===== src/rtl/bucket_table_dedup_insert_unit_assert.svh =====
// Assertion macros for the bucket table insert unit.
// Uses clk and rst_n from the including module's scope.
`ifndef BUCKET_TABLE_DEDUP_INSERT_UNIT_ASSERT_SVH
`define BUCKET_TABLE_DEDUP_INSERT_UNIT_ASSERT_SVH
`ifndef SYNTHESIS
`define BKDI_ASSERT_IMP(lbl, ante, cons) \
  lbl: assert property (@(posedge clk) disable iff (!rst_n) (ante) |-> (cons)) \
    else $error("bkdi: implication check failed");
`define BKDI_ASSERT_NXT(lbl, ante, cons) \
  lbl: assert property (@(posedge clk) disable iff (!rst_n) (ante) |=> (cons)) \
    else $error("bkdi: next-cycle check failed");
`else
`define BKDI_ASSERT_IMP(lbl, ante, cons)
`define BKDI_ASSERT_NXT(lbl, ante, cons)
`endif
`endif


===== src/rtl/bkdi_pkg.sv =====
// Shared types and constants for the bucket table insert unit.
// No dependencies.
`default_nettype none
package bkdi_pkg;

  // register indexes on the config port
  localparam int unsigned CFG_IDX_W  = 1;
  localparam int unsigned CFG_DATA_W = 11;
  localparam logic [CFG_IDX_W-1:0] CFG_ACTIVE_BUCKETS  = 1'd0;
  localparam logic [CFG_IDX_W-1:0] CFG_BUCKET_CAPACITY = 1'd1;

  localparam int unsigned ACTIVE_W   = 11;
  localparam int unsigned CAP_W      = 4;
  localparam int unsigned BKT_IDX_W  = 10;
  localparam int unsigned IN_VAL_W   = 64;
  localparam int unsigned FILL_OUT_W = 4;
  localparam int unsigned IDX_RANGE  = 1024;
  // wide enough for any fill count up to 64 slots plus one
  localparam int unsigned FILL_EXT_W = 7;

  // controller -> datapath
  typedef struct packed {
    logic clr_step;
    logic rd_issue;
    logic finish;
  } bkdi_cmd_t;

  // datapath -> controller
  typedef struct packed {
    logic clr_last;
    logic out_busy;
  } bkdi_stat_t;

endpackage
`default_nettype wire


===== src/rtl/bkdi_ctrl.sv =====
// Sequencer for the bucket table insert unit: reset clear, bucket read, commit.
// Depends on bkdi_pkg and the assertion macro header.
`default_nettype none
`include "bucket_table_dedup_insert_unit_assert.svh"
module bkdi_ctrl (
  input  wire                     clk,
  input  wire                     rst_n,
  input  wire                     in_valid,
  output logic                    in_ready,
  input  wire bkdi_pkg::bkdi_stat_t stat,
  output bkdi_pkg::bkdi_cmd_t     cmd
);

  localparam logic [1:0] ST_CLEAR  = 2'd0;
  localparam logic [1:0] ST_IDLE   = 2'd1;
  localparam logic [1:0] ST_LOOKUP = 2'd2;

  logic [1:0] state_r;
  logic [1:0] state_nxt;

  always_comb begin
    state_nxt    = state_r;
    cmd          = '0;
    in_ready     = 1'b0;
    unique case (state_r)
      ST_CLEAR: begin
        cmd.clr_step = 1'b1;
        if (stat.clr_last) state_nxt = ST_IDLE;
      end
      ST_IDLE: begin
        in_ready = 1'b1;
        if (in_valid) begin
          cmd.rd_issue = 1'b1;
          state_nxt    = ST_LOOKUP;
        end
      end
      ST_LOOKUP: begin
        // hold the read word until the result register can take the outcome
        if (!stat.out_busy) begin
          cmd.finish = 1'b1;
          state_nxt  = ST_IDLE;
        end
      end
      default: state_nxt = ST_CLEAR;
    endcase
  end

  always_ff @(posedge clk) begin
    if (!rst_n) begin
      state_r <= ST_CLEAR;
    end else begin
      state_r <= state_nxt;
    end
  end

  `BKDI_ASSERT_NXT(a_clear_holds, (state_r == ST_CLEAR) && !stat.clr_last, state_r == ST_CLEAR)
  `BKDI_ASSERT_NXT(a_read_then_lookup, cmd.rd_issue, state_r == ST_LOOKUP)
  `BKDI_ASSERT_IMP(a_one_command, 1'b1, $onehot0(cmd))
  `BKDI_ASSERT_NXT(a_stall_keeps_lookup, (state_r == ST_LOOKUP) && stat.out_busy, state_r == ST_LOOKUP)

endmodule
`default_nettype wire


===== config.mk =====
export PLATFORM = sky130hd
export DESIGN_NAME = bkdi_ctrl
export DESIGN_NICKNAME = d
export VERILOG_FILES = /design/src/rtl/bkdi_pkg.sv /design/src/rtl/bkdi_ctrl.sv
export VERILOG_INCLUDE_DIRS = /design/src /design/src/rtl
export SDC_FILE = /design/constraint.sdc
export NUM_CORES = 1
export LEC_CHECK = 0
export BUFFER_PORTS_ARGS = -buffer_cell sky130_fd_sc_hd__buf_4
export CORE_AREA = 10 10 47 49
export DETAILED_ROUTE_END_ITERATION = 10
export DIE_AREA = 0 0 57 59
export SETUP_SLACK_MARGIN = 0.5
export SYNTH_ARGS = -nofsm -noshare
export SYNTH_HDL_FRONTEND = slang
export SYNTH_SLANG_ARGS = --single-unit

===== constraint.sdc =====
create_clock -name clk -period 0.84 [get_ports clk]
set_input_delay 0.126 -clock clk [delete_from_list [all_inputs] [get_ports clk]]
set_output_delay 0.126 -clock clk [all_outputs]
set_load 0.01 [all_outputs]

== After elaboration in Yosys (flattened, before gate mapping) ==
Index checks and enable logic that the tools add are counted.

* Reduce and logical (&&, ||, !) cells: 2
* Magnitude comparators: 0
* Bitwise operators: 0
* Shift operators: 0
* Add/sub/neg operators: 0
* Div/mod/pow operators: 0
* $mul: 0
* Mux-type cells: 10
* Equal/unequal tests: 5

{| class="wikitable"
|+ Operators by type and width
! operator !! count
|-
| $mux W1 || 6
|-
| $mux W2 || 3
|-
| $ne A2 B2 Y1 const B || 3
|-
| $pmux W2 S3 || 1
|-
| $reduce_and A3 Y1 || 1
|-
| $eq A2 B1 Y1 const B || 1
|-
| $eq A2 B2 Y1 const B || 1
|-
| $logic_not A2 Y1 || 1
|}

* Memories: 0
* Memory bits (read-only): 0
* Bits of input ports: 5
* Output and inout bits: 4
* Latch bits: 0
* Bits in registers: 2
* Memory bits (writable): 0
* Logic and storage cells: 18

== Depth between registers and ports, before layout ==
Gate-level depths: netlist of run 1.

* Word-level depth: 3
* Mapped depth: 2
* Depth with buffers taken out: 2

== Worst setup path after synthesis of run 1 ==
OpenSTA, ideal clock, no wires.

* Kind: flip-flop to flip-flop
* Start: reg state_r[0]
* End: reg state_r[0]
* Cell stages (with the launch flop): 3
* Clock period less this slack: 0.884 ns
* Setup time: 0.122 ns
* Arrival time: 0.762 ns
* Data required time: 0.718 ns
* Path slack: -0.044 ns
* Path buffers: 0
* Cell sequence: dfxtp_1 nor2b_1 o311a_1

* Cells in the longest elaborated chain, start to end: 3
* Elaborated cells on any way between the ends: 8
* Those cells by class: 5 x eq/ne; 1 x mux; 2 x reduce/logical

{| class="wikitable"
|+ Ends and longest elaborated chain
! element !! line !! RTL
|-
| start, declared || bkdi_ctrl.sv:18 || <nowiki>logic [1:0] state_r;</nowiki>
|-
| start signal, assigned || bkdi_ctrl.sv:52 || <nowiki>state_r <= state_nxt;</nowiki>
|-
| $eq A2 B2 Y1, or another cell as far along || bkdi_ctrl.sv:25 || <nowiki>unique case (state_r)</nowiki>
|-
| $ne A2 B2 Y1 (no line) || - ||
|-
| $reduce_and A3 Y1 (no line) || - ||
|}

Several ways; a longest one is shown, not always the timed one.
A chain may end at the register's enable or synchronous reset.

==> results.json, run 1 <==
{
  "cp-start-kind": "flip-flop",
  "muxShareOfSynthArea_pct": 0,
  "vdd_ir_drop_max_mv": 0.505,
  "seq_area_frac_synth_pct": 36.0,
  "ys_ff_latch": 2,
  "diodes": 0,
  "gp_congestion": 0.613,
  "slew_viol_final": 0,
  "die_x_um": 57,
  "period_needed_ns": 1.04,
  "syn_inst": 13,
  "viasPerCell": 3.73,
  "pwr-share-clk_pct": 49.5,
  "clk_path_buf_depth": 2,
  "reg_top3": "state_r (2)",
  "largest_reg_flops": 2,
  "slowest_delay_ns": 0.34,
  "holdBufCountCts": 0,
  "hold_path.class": "in -> reg",
  "status": "complete, but fails checks",
  "synth_top_cells_by_count": "3 x nor2b_1, 2 x dfxtp_1, 2 x nand3b_1",
  "synthesis.nets": 18,
  "max_freq_mhz": 964,
  "grt.total_usage_pct": 2.80,
  "wl_per_cell_um": 9.57,
  "grt-ovfl-total": 0,
  "hold_viol_final": 0,
  "grt_pass1_wl_um": 600,
  "postSynth.asyncResetShare_pct": 0,
  "relSlewSlack_pct": 90.7,
  "worst_clock_skew_ns": 0.00218,
  "netlist_area_um2": 111,
  "reg2reg_setup_slack_ns": -0.12,
  "ys_top_cells_by_area": "dfxtp_1 36%, nor2b_1 17%, nand3b_1 13%",
  "worstSetupPathType": "reg -> out",
  "synthAdderAreaFrac_pct": 0,
  "synth_area_per_cell_um2": 8.57,
  "synth_edf_count": 0,
  "placed_area_um2": 208,
  "coreArea_um2": 1400,
  "yosys.area.top_type_share_pct": 36.0,
  "drc": 0,
  "p_sw_mw": 0.0972,
  "cts_tree": "yes",
  "die_h_um": 59,
  "antenna_left": 0,
  "drv_cap": 0,
  "synthSimpleGateAreaFrac_pct": 40.4,
  "grt_max_degree": 9,
  "syn2layout_area_growth_pct": 142,
  "clkLatencyLatePin_ns": 0.22,
  "path_max_fanout": 4,
  "htree_num_levels": 1,
  "yosys.area.top_type": "dfxtp_1",
  "setup_viol": 6,
  "power_density_nw_per_um2": 1560,
  "antenna_found_initial": 0,
  "crit_slowest_cell": "dfxtp_4",
  "p_total_mw": 0.420,
  "yosysWarnings": 0,
  "comb_power_share_pct": 23.3,
  "fin_ws_ns": -0.198,
  "rsz0062_at_grt": "true",
  "synth_flop_cell": "dfxtp_1",
  "yosysMostFrequentCell": "nor2b_1",
  "path_cells": "nand3b_1 -> inv_2 -> buf_6",
  "period_share_pct": 124,
  "port-buffer-count": 8,
  "drtPass1Iterations": 2,
  "arrival_ns": 0.91,
  "numCtsBuffers": 3,
  "top_register": "state_r",
  "setup.worst_path.end_class": "primary output",
  "layout-drive-gt1-share_pct": 75.0,
  "synth_top_family_by_area": "simple AND/OR/NAND/NOR gates",
  "synth_compound_area_share_pct": 20.2,
  "clkTransAtPathRegs_ns": 0.03,
  "drt_iter0_drc": 2,
  "grt_pass1_vias": 159,
  "die-area_um2": 3360,
  "pin_count": 9,
  "root_buffer": "clkbuf_4",
  "nNetsFinal": 35,
  "synth_xor_xnor_area_share_pct": 0,
  "swShare_pct": 23.2,
  "initial_core_util_pct": 7.95,
  "via_count": 164,
  "internal_power_mw": 0.322,
  "leakage_nw": 0.124,
  "timing.hold.ws_ns": 0.149,
  "rows": 14,
  "worst_ep_required_time_ns": 0.71,
  "violations": "setup timing",
  "cts.sinks": 2,
  "wirelength_um": 421,
  "synth_cell_types": 9,
  "worst_pin_slew_ns": 0.138,
  "pwr-share-seq_pct": 27.2,
  "fin_area_um2": 269
}
[path summary, 6_finish.rpt]
check / start / end / cells past startpoint
min: rst_n / state_r[0] / 2
max reg2reg: state_r[1] / state_r[0] / 3
max: state_r[1] / cmd[1] / 3
min reg2reg: state_r[0] / state_r[1] / 2
[area by class of cell]
cell class	count	area [um2]
clock buffer	3	22.5
fill	156	1130
inverter	1	3.75
multi-input combinational	10	77.6
sequential	2	47.5
tap	16	20.0
timing repair buffer	12	97.6
[routing by layer]
layer / track usage [%] / share of wire, % / wire length (um)
met5: 0 / 0 / 0
met4: 5.03 / 2.4 / 10
met3: 2.79 / 11 / 46
met2: 4.19 / 55 / 232
met1: 1.18 / 31 / 131
[timing repair]
item,4_1_cts,5_1_grt
cloned,0,0
setup endpoints to repair,6,6
setup buffers,3,0
resized for setup,5,1
pin swaps,3,0
[cells in the final DEF, fill, tap and decap left out]
cell type,Yosys,routed
buf_4,0,10
o21ai_0,1,1
dfxtp_4,0,2
inv_2,0,1
nor2_2,0,1
nor2b_1,3,2
clkbuf_4,0,3
o311a_1,1,1
a21boi_1,1,1
buf_6,0,2
nor2b_2,0,1
nor3b_2,0,1
nand3b_1,2,2
[through the flow]
stage | setup TNS [ns] | setup WS (ns) | std cells | utilization, %
2_1_floorplan | 0 | 0.00508 | 13 | -
3_3_place_gp | -0.0341 | -0.0325 | 38 | 14.8
3_5_place_dp | -0.0474 | -0.0274 | 38 | 14.8
4_1_cts | -0.880 | -0.200 | 44 | 19.0
5_1_grt | -1.05 | -0.229 | 44 | 19.2
6_report | -0.863 | -0.198 | 44 | 19.2
[critical path, delay by kind of cell (launching register included)]
family                 cells  cell delay, ns
and+or+nand+nor            1            0.19
DFF                        1            0.34
buffers and inverters      2            0.16
[power groups by stage]
stage | Clock (mW) | Combinational (mW) | Sequential (mW)
global placement | 0 | 0.0798 | 0.117
finish | 0.208 | 0.0979 | 0.114
global route | 0.221 | 0.104 | 0.116
floorplan | 0 | 0.0342 | 0.115
detailed placement | 0 | 0.0807 | 0.117
CTS | 0.214 | 0.0971 | 0.113
[cell families after synthesis]
kind of cell | count (synthesis)
buffers and inverters | 1
DFF | 2
AOI/OAI and AO/OA | 3
and+or+nand+nor | 7
No activity file was read; power rests on OpenSTA's default activity.
==> inputs of run 2 (changes only) <==
==> constraint.sdc (replaced) <==
create_clock -name clk -period 1.05 [get_ports clk]
set_input_delay 0.1575 -clock clk [delete_from_list [all_inputs] [get_ports clk]]
set_output_delay 0.1575 -clock clk [all_outputs]
set_load 0.01 [all_outputs]
==> run 2 against run 1 <==
The run still ends with setup timing left. Combinational power decreased by 15%. Flip-flop and latch count unchanged. Clock power decreased by 19%. Worst hold slack improved by 0.031 ns. Power decreased by 18%. Worst setup slack improved by 0.16 ns. First-iteration DRC count decreased by 50%. Cell area decreased by 0.93%. Die area unchanged. Via count decreased by 6.1%. Utilization decreased by 0.18 points. Global-route usage about the same. Highest routed layer unchanged.
==> results.json, run 2 (same netlist as run 1, synthesis figures left out) <==
{
  "status": "complete, but fails checks",
  "violations": "setup timing",
  "leakage_nw": 0.117,
  "layout_common_cells": "7 x buf_4, 3 x clkbuf_4, 3 x buf_6",
  "cts.sinks": 2,
  "cts_tree": "yes",
  "holdBufCountCts": 0,
  "die_h_um": 59,
  "path_max_fanout": 7,
  "layout-drive-gt1-share_pct": 76.9,
  "diodes": 0,
  "gp_congestion": 0.636,
  "worst_pin_slew_ns": 0.145,
  "worst_ep_required_time_ns": 0.89,
  "vdd_ir_drop_max_mv": 0.464,
  "worst_clock_skew_ns": 0.00248,
  "hold_viol_final": 0,
  "antenna_found_initial": 0,
  "pwr-share-clk_pct": 48.9,
  "fin_ws_ns": -0.0394,
  "p_sw_mw": 0.0815,
  "setup_viol": 1,
  "grt_pass1_vias": 165,
  "totalNegativeSetupSlack_ns": -0.0394,
  "drtPass1Iterations": 2,
  "grt.total_usage_pct": 2.84,
  "post-route-util_pct": 19.0,
  "period_share_pct": 104,
  "drc": 0,
  "port-buffer-count": 8,
  "arrival_ns": 0.93,
  "max_freq_mhz": 918,
  "nNetsFinal": 33,
  "largest_reg_flops": 2,
  "die_x_um": 57,
  "slew_viol_final": 0,
  "clk_path_buf_depth": 2,
  "power_density_nw_per_um2": 1290,
  "drv_cap": 0,
  "period_needed_ns": 1.09,
  "die-area_um2": 3360,
  "swShare_pct": 23.7,
  "hpwlAfterDp_um": 299,
  "relSlewSlack_pct": 90.2,
  "top_register": "state_r",
  "rows": 14,
  "grt-ovfl-total": 0,
  "pwr-share-seq_pct": 26.8,
  "rsz0062_at_grt": "true",
  "reg_top3": "state_r (2)",
  "internal_power_mw": 0.262,
  "setup.worst_path.end_class": "primary output",
  "pin_count": 9,
  "htree_num_levels": 1,
  "clkLatencyLatePin_ns": 0.22,
  "antenna_left": 0,
  "grt_max_degree": 8,
  "cp-start-kind": "flip-flop",
  "clkTransAtPathRegs_ns": 0.03,
  "numCtsBuffers": 3,
  "syn2layout_area_growth_pct": 139,
  "comb_power_share_pct": 24.3,
  "hold_path.class": "in -> reg",
  "initial_core_util_pct": 7.95,
  "worstSetupPathType": "reg -> out",
  "coreArea_um2": 1400,
  "root_buffer": "clkbuf_4",
  "wl_per_cell_um": 10.2,
  "p_total_mw": 0.343,
  "wirelength_um": 429,
  "layout_commonest_cell": "buf_4",
  "via_count": 154,
  "grt_pass1_wl_um": 614,
  "drt_iter0_drc": 1,
  "viasPerCell": 3.67
}
run 2: changes by cell type in the layout (fill, tap and decap cells not counted), sizes merged:
| cell | previous run | this run |
|---|---|---|
| buf | 12 | 10 |
run 2: repair_timing:
action / in CTS / in global routing
pin swaps: 0 / 1
setup endpoints to repair: 6 / 6
setup buffers: 2 / 0
resized for setup: 6 / 3
run 2: final timing paths:
check | depth (start not counted) | from | slack (ns) | end
setup reg to reg | 3 | state_r[0] | 0.01 | state_r[0]
hold / removal | 2 | rst_n | 0.18 | state_r[1]
setup / recovery | 3 | state_r[1] | -0.04 | cmd[1]
hold reg to reg | 1 | state_r[1] | 0.54 | state_r[0]
run 2: worst max-delay path, stage by stage (launching register included):
cell and delay, ns:
dfxtp_4 0.35, nand3b_1 0.19, inv_2 0.07, buf_6 0.09
run 2: area by class of cell:
type                    count  area [um2]
fillers                   162        1130
flip-flops and latches      2        47.5
multi-input cells          10        86.3
clock buffers               3        22.5
well taps                  16        20.0
repair buffers             10        86.3
inverters                   1        3.75
run 2: power by group through the flow:
stage / sequential [mW] / clock, mW / combinational (mW)
after global routing: 0.0931 / 0.182 / 0.0890
after floorplan: 0.0918 / 0 / 0.0274
after detailed placement: 0.0942 / 0 / 0.0618
after CTS: 0.0937 / 0.176 / 0.0814
after global placement: 0.0936 / 0 / 0.0617
final: 0.0921 / 0.168 / 0.0833
run 2: per-stage QoR:
step / hold slack [ns] / setup slack, ns / cells / instance area [um2]
6_report: 0.179 / -0.0394 / 42 / 267
5_1_grt: 0.184 / -0.0794 / 42 / 267
4_1_cts: 0.178 / -0.0339 / 42 / 256
3_5_place_dp: 0.415 / 0.138 / 37 / 200
3_3_place_gp: 0.416 / 0.153 / 37 / 200
2_1_floorplan: 0.281 / 0.215 / 13 / 120
run 2: routing by layer:
layer	part of all wire (%)	GRT usage, %	up-vias
li1	-	-	74
met4	2.3	6.04	0
met3	4.9	1.29	2
met2	53	4.19	8
met5	0	0	-
met1	40	1.76	70
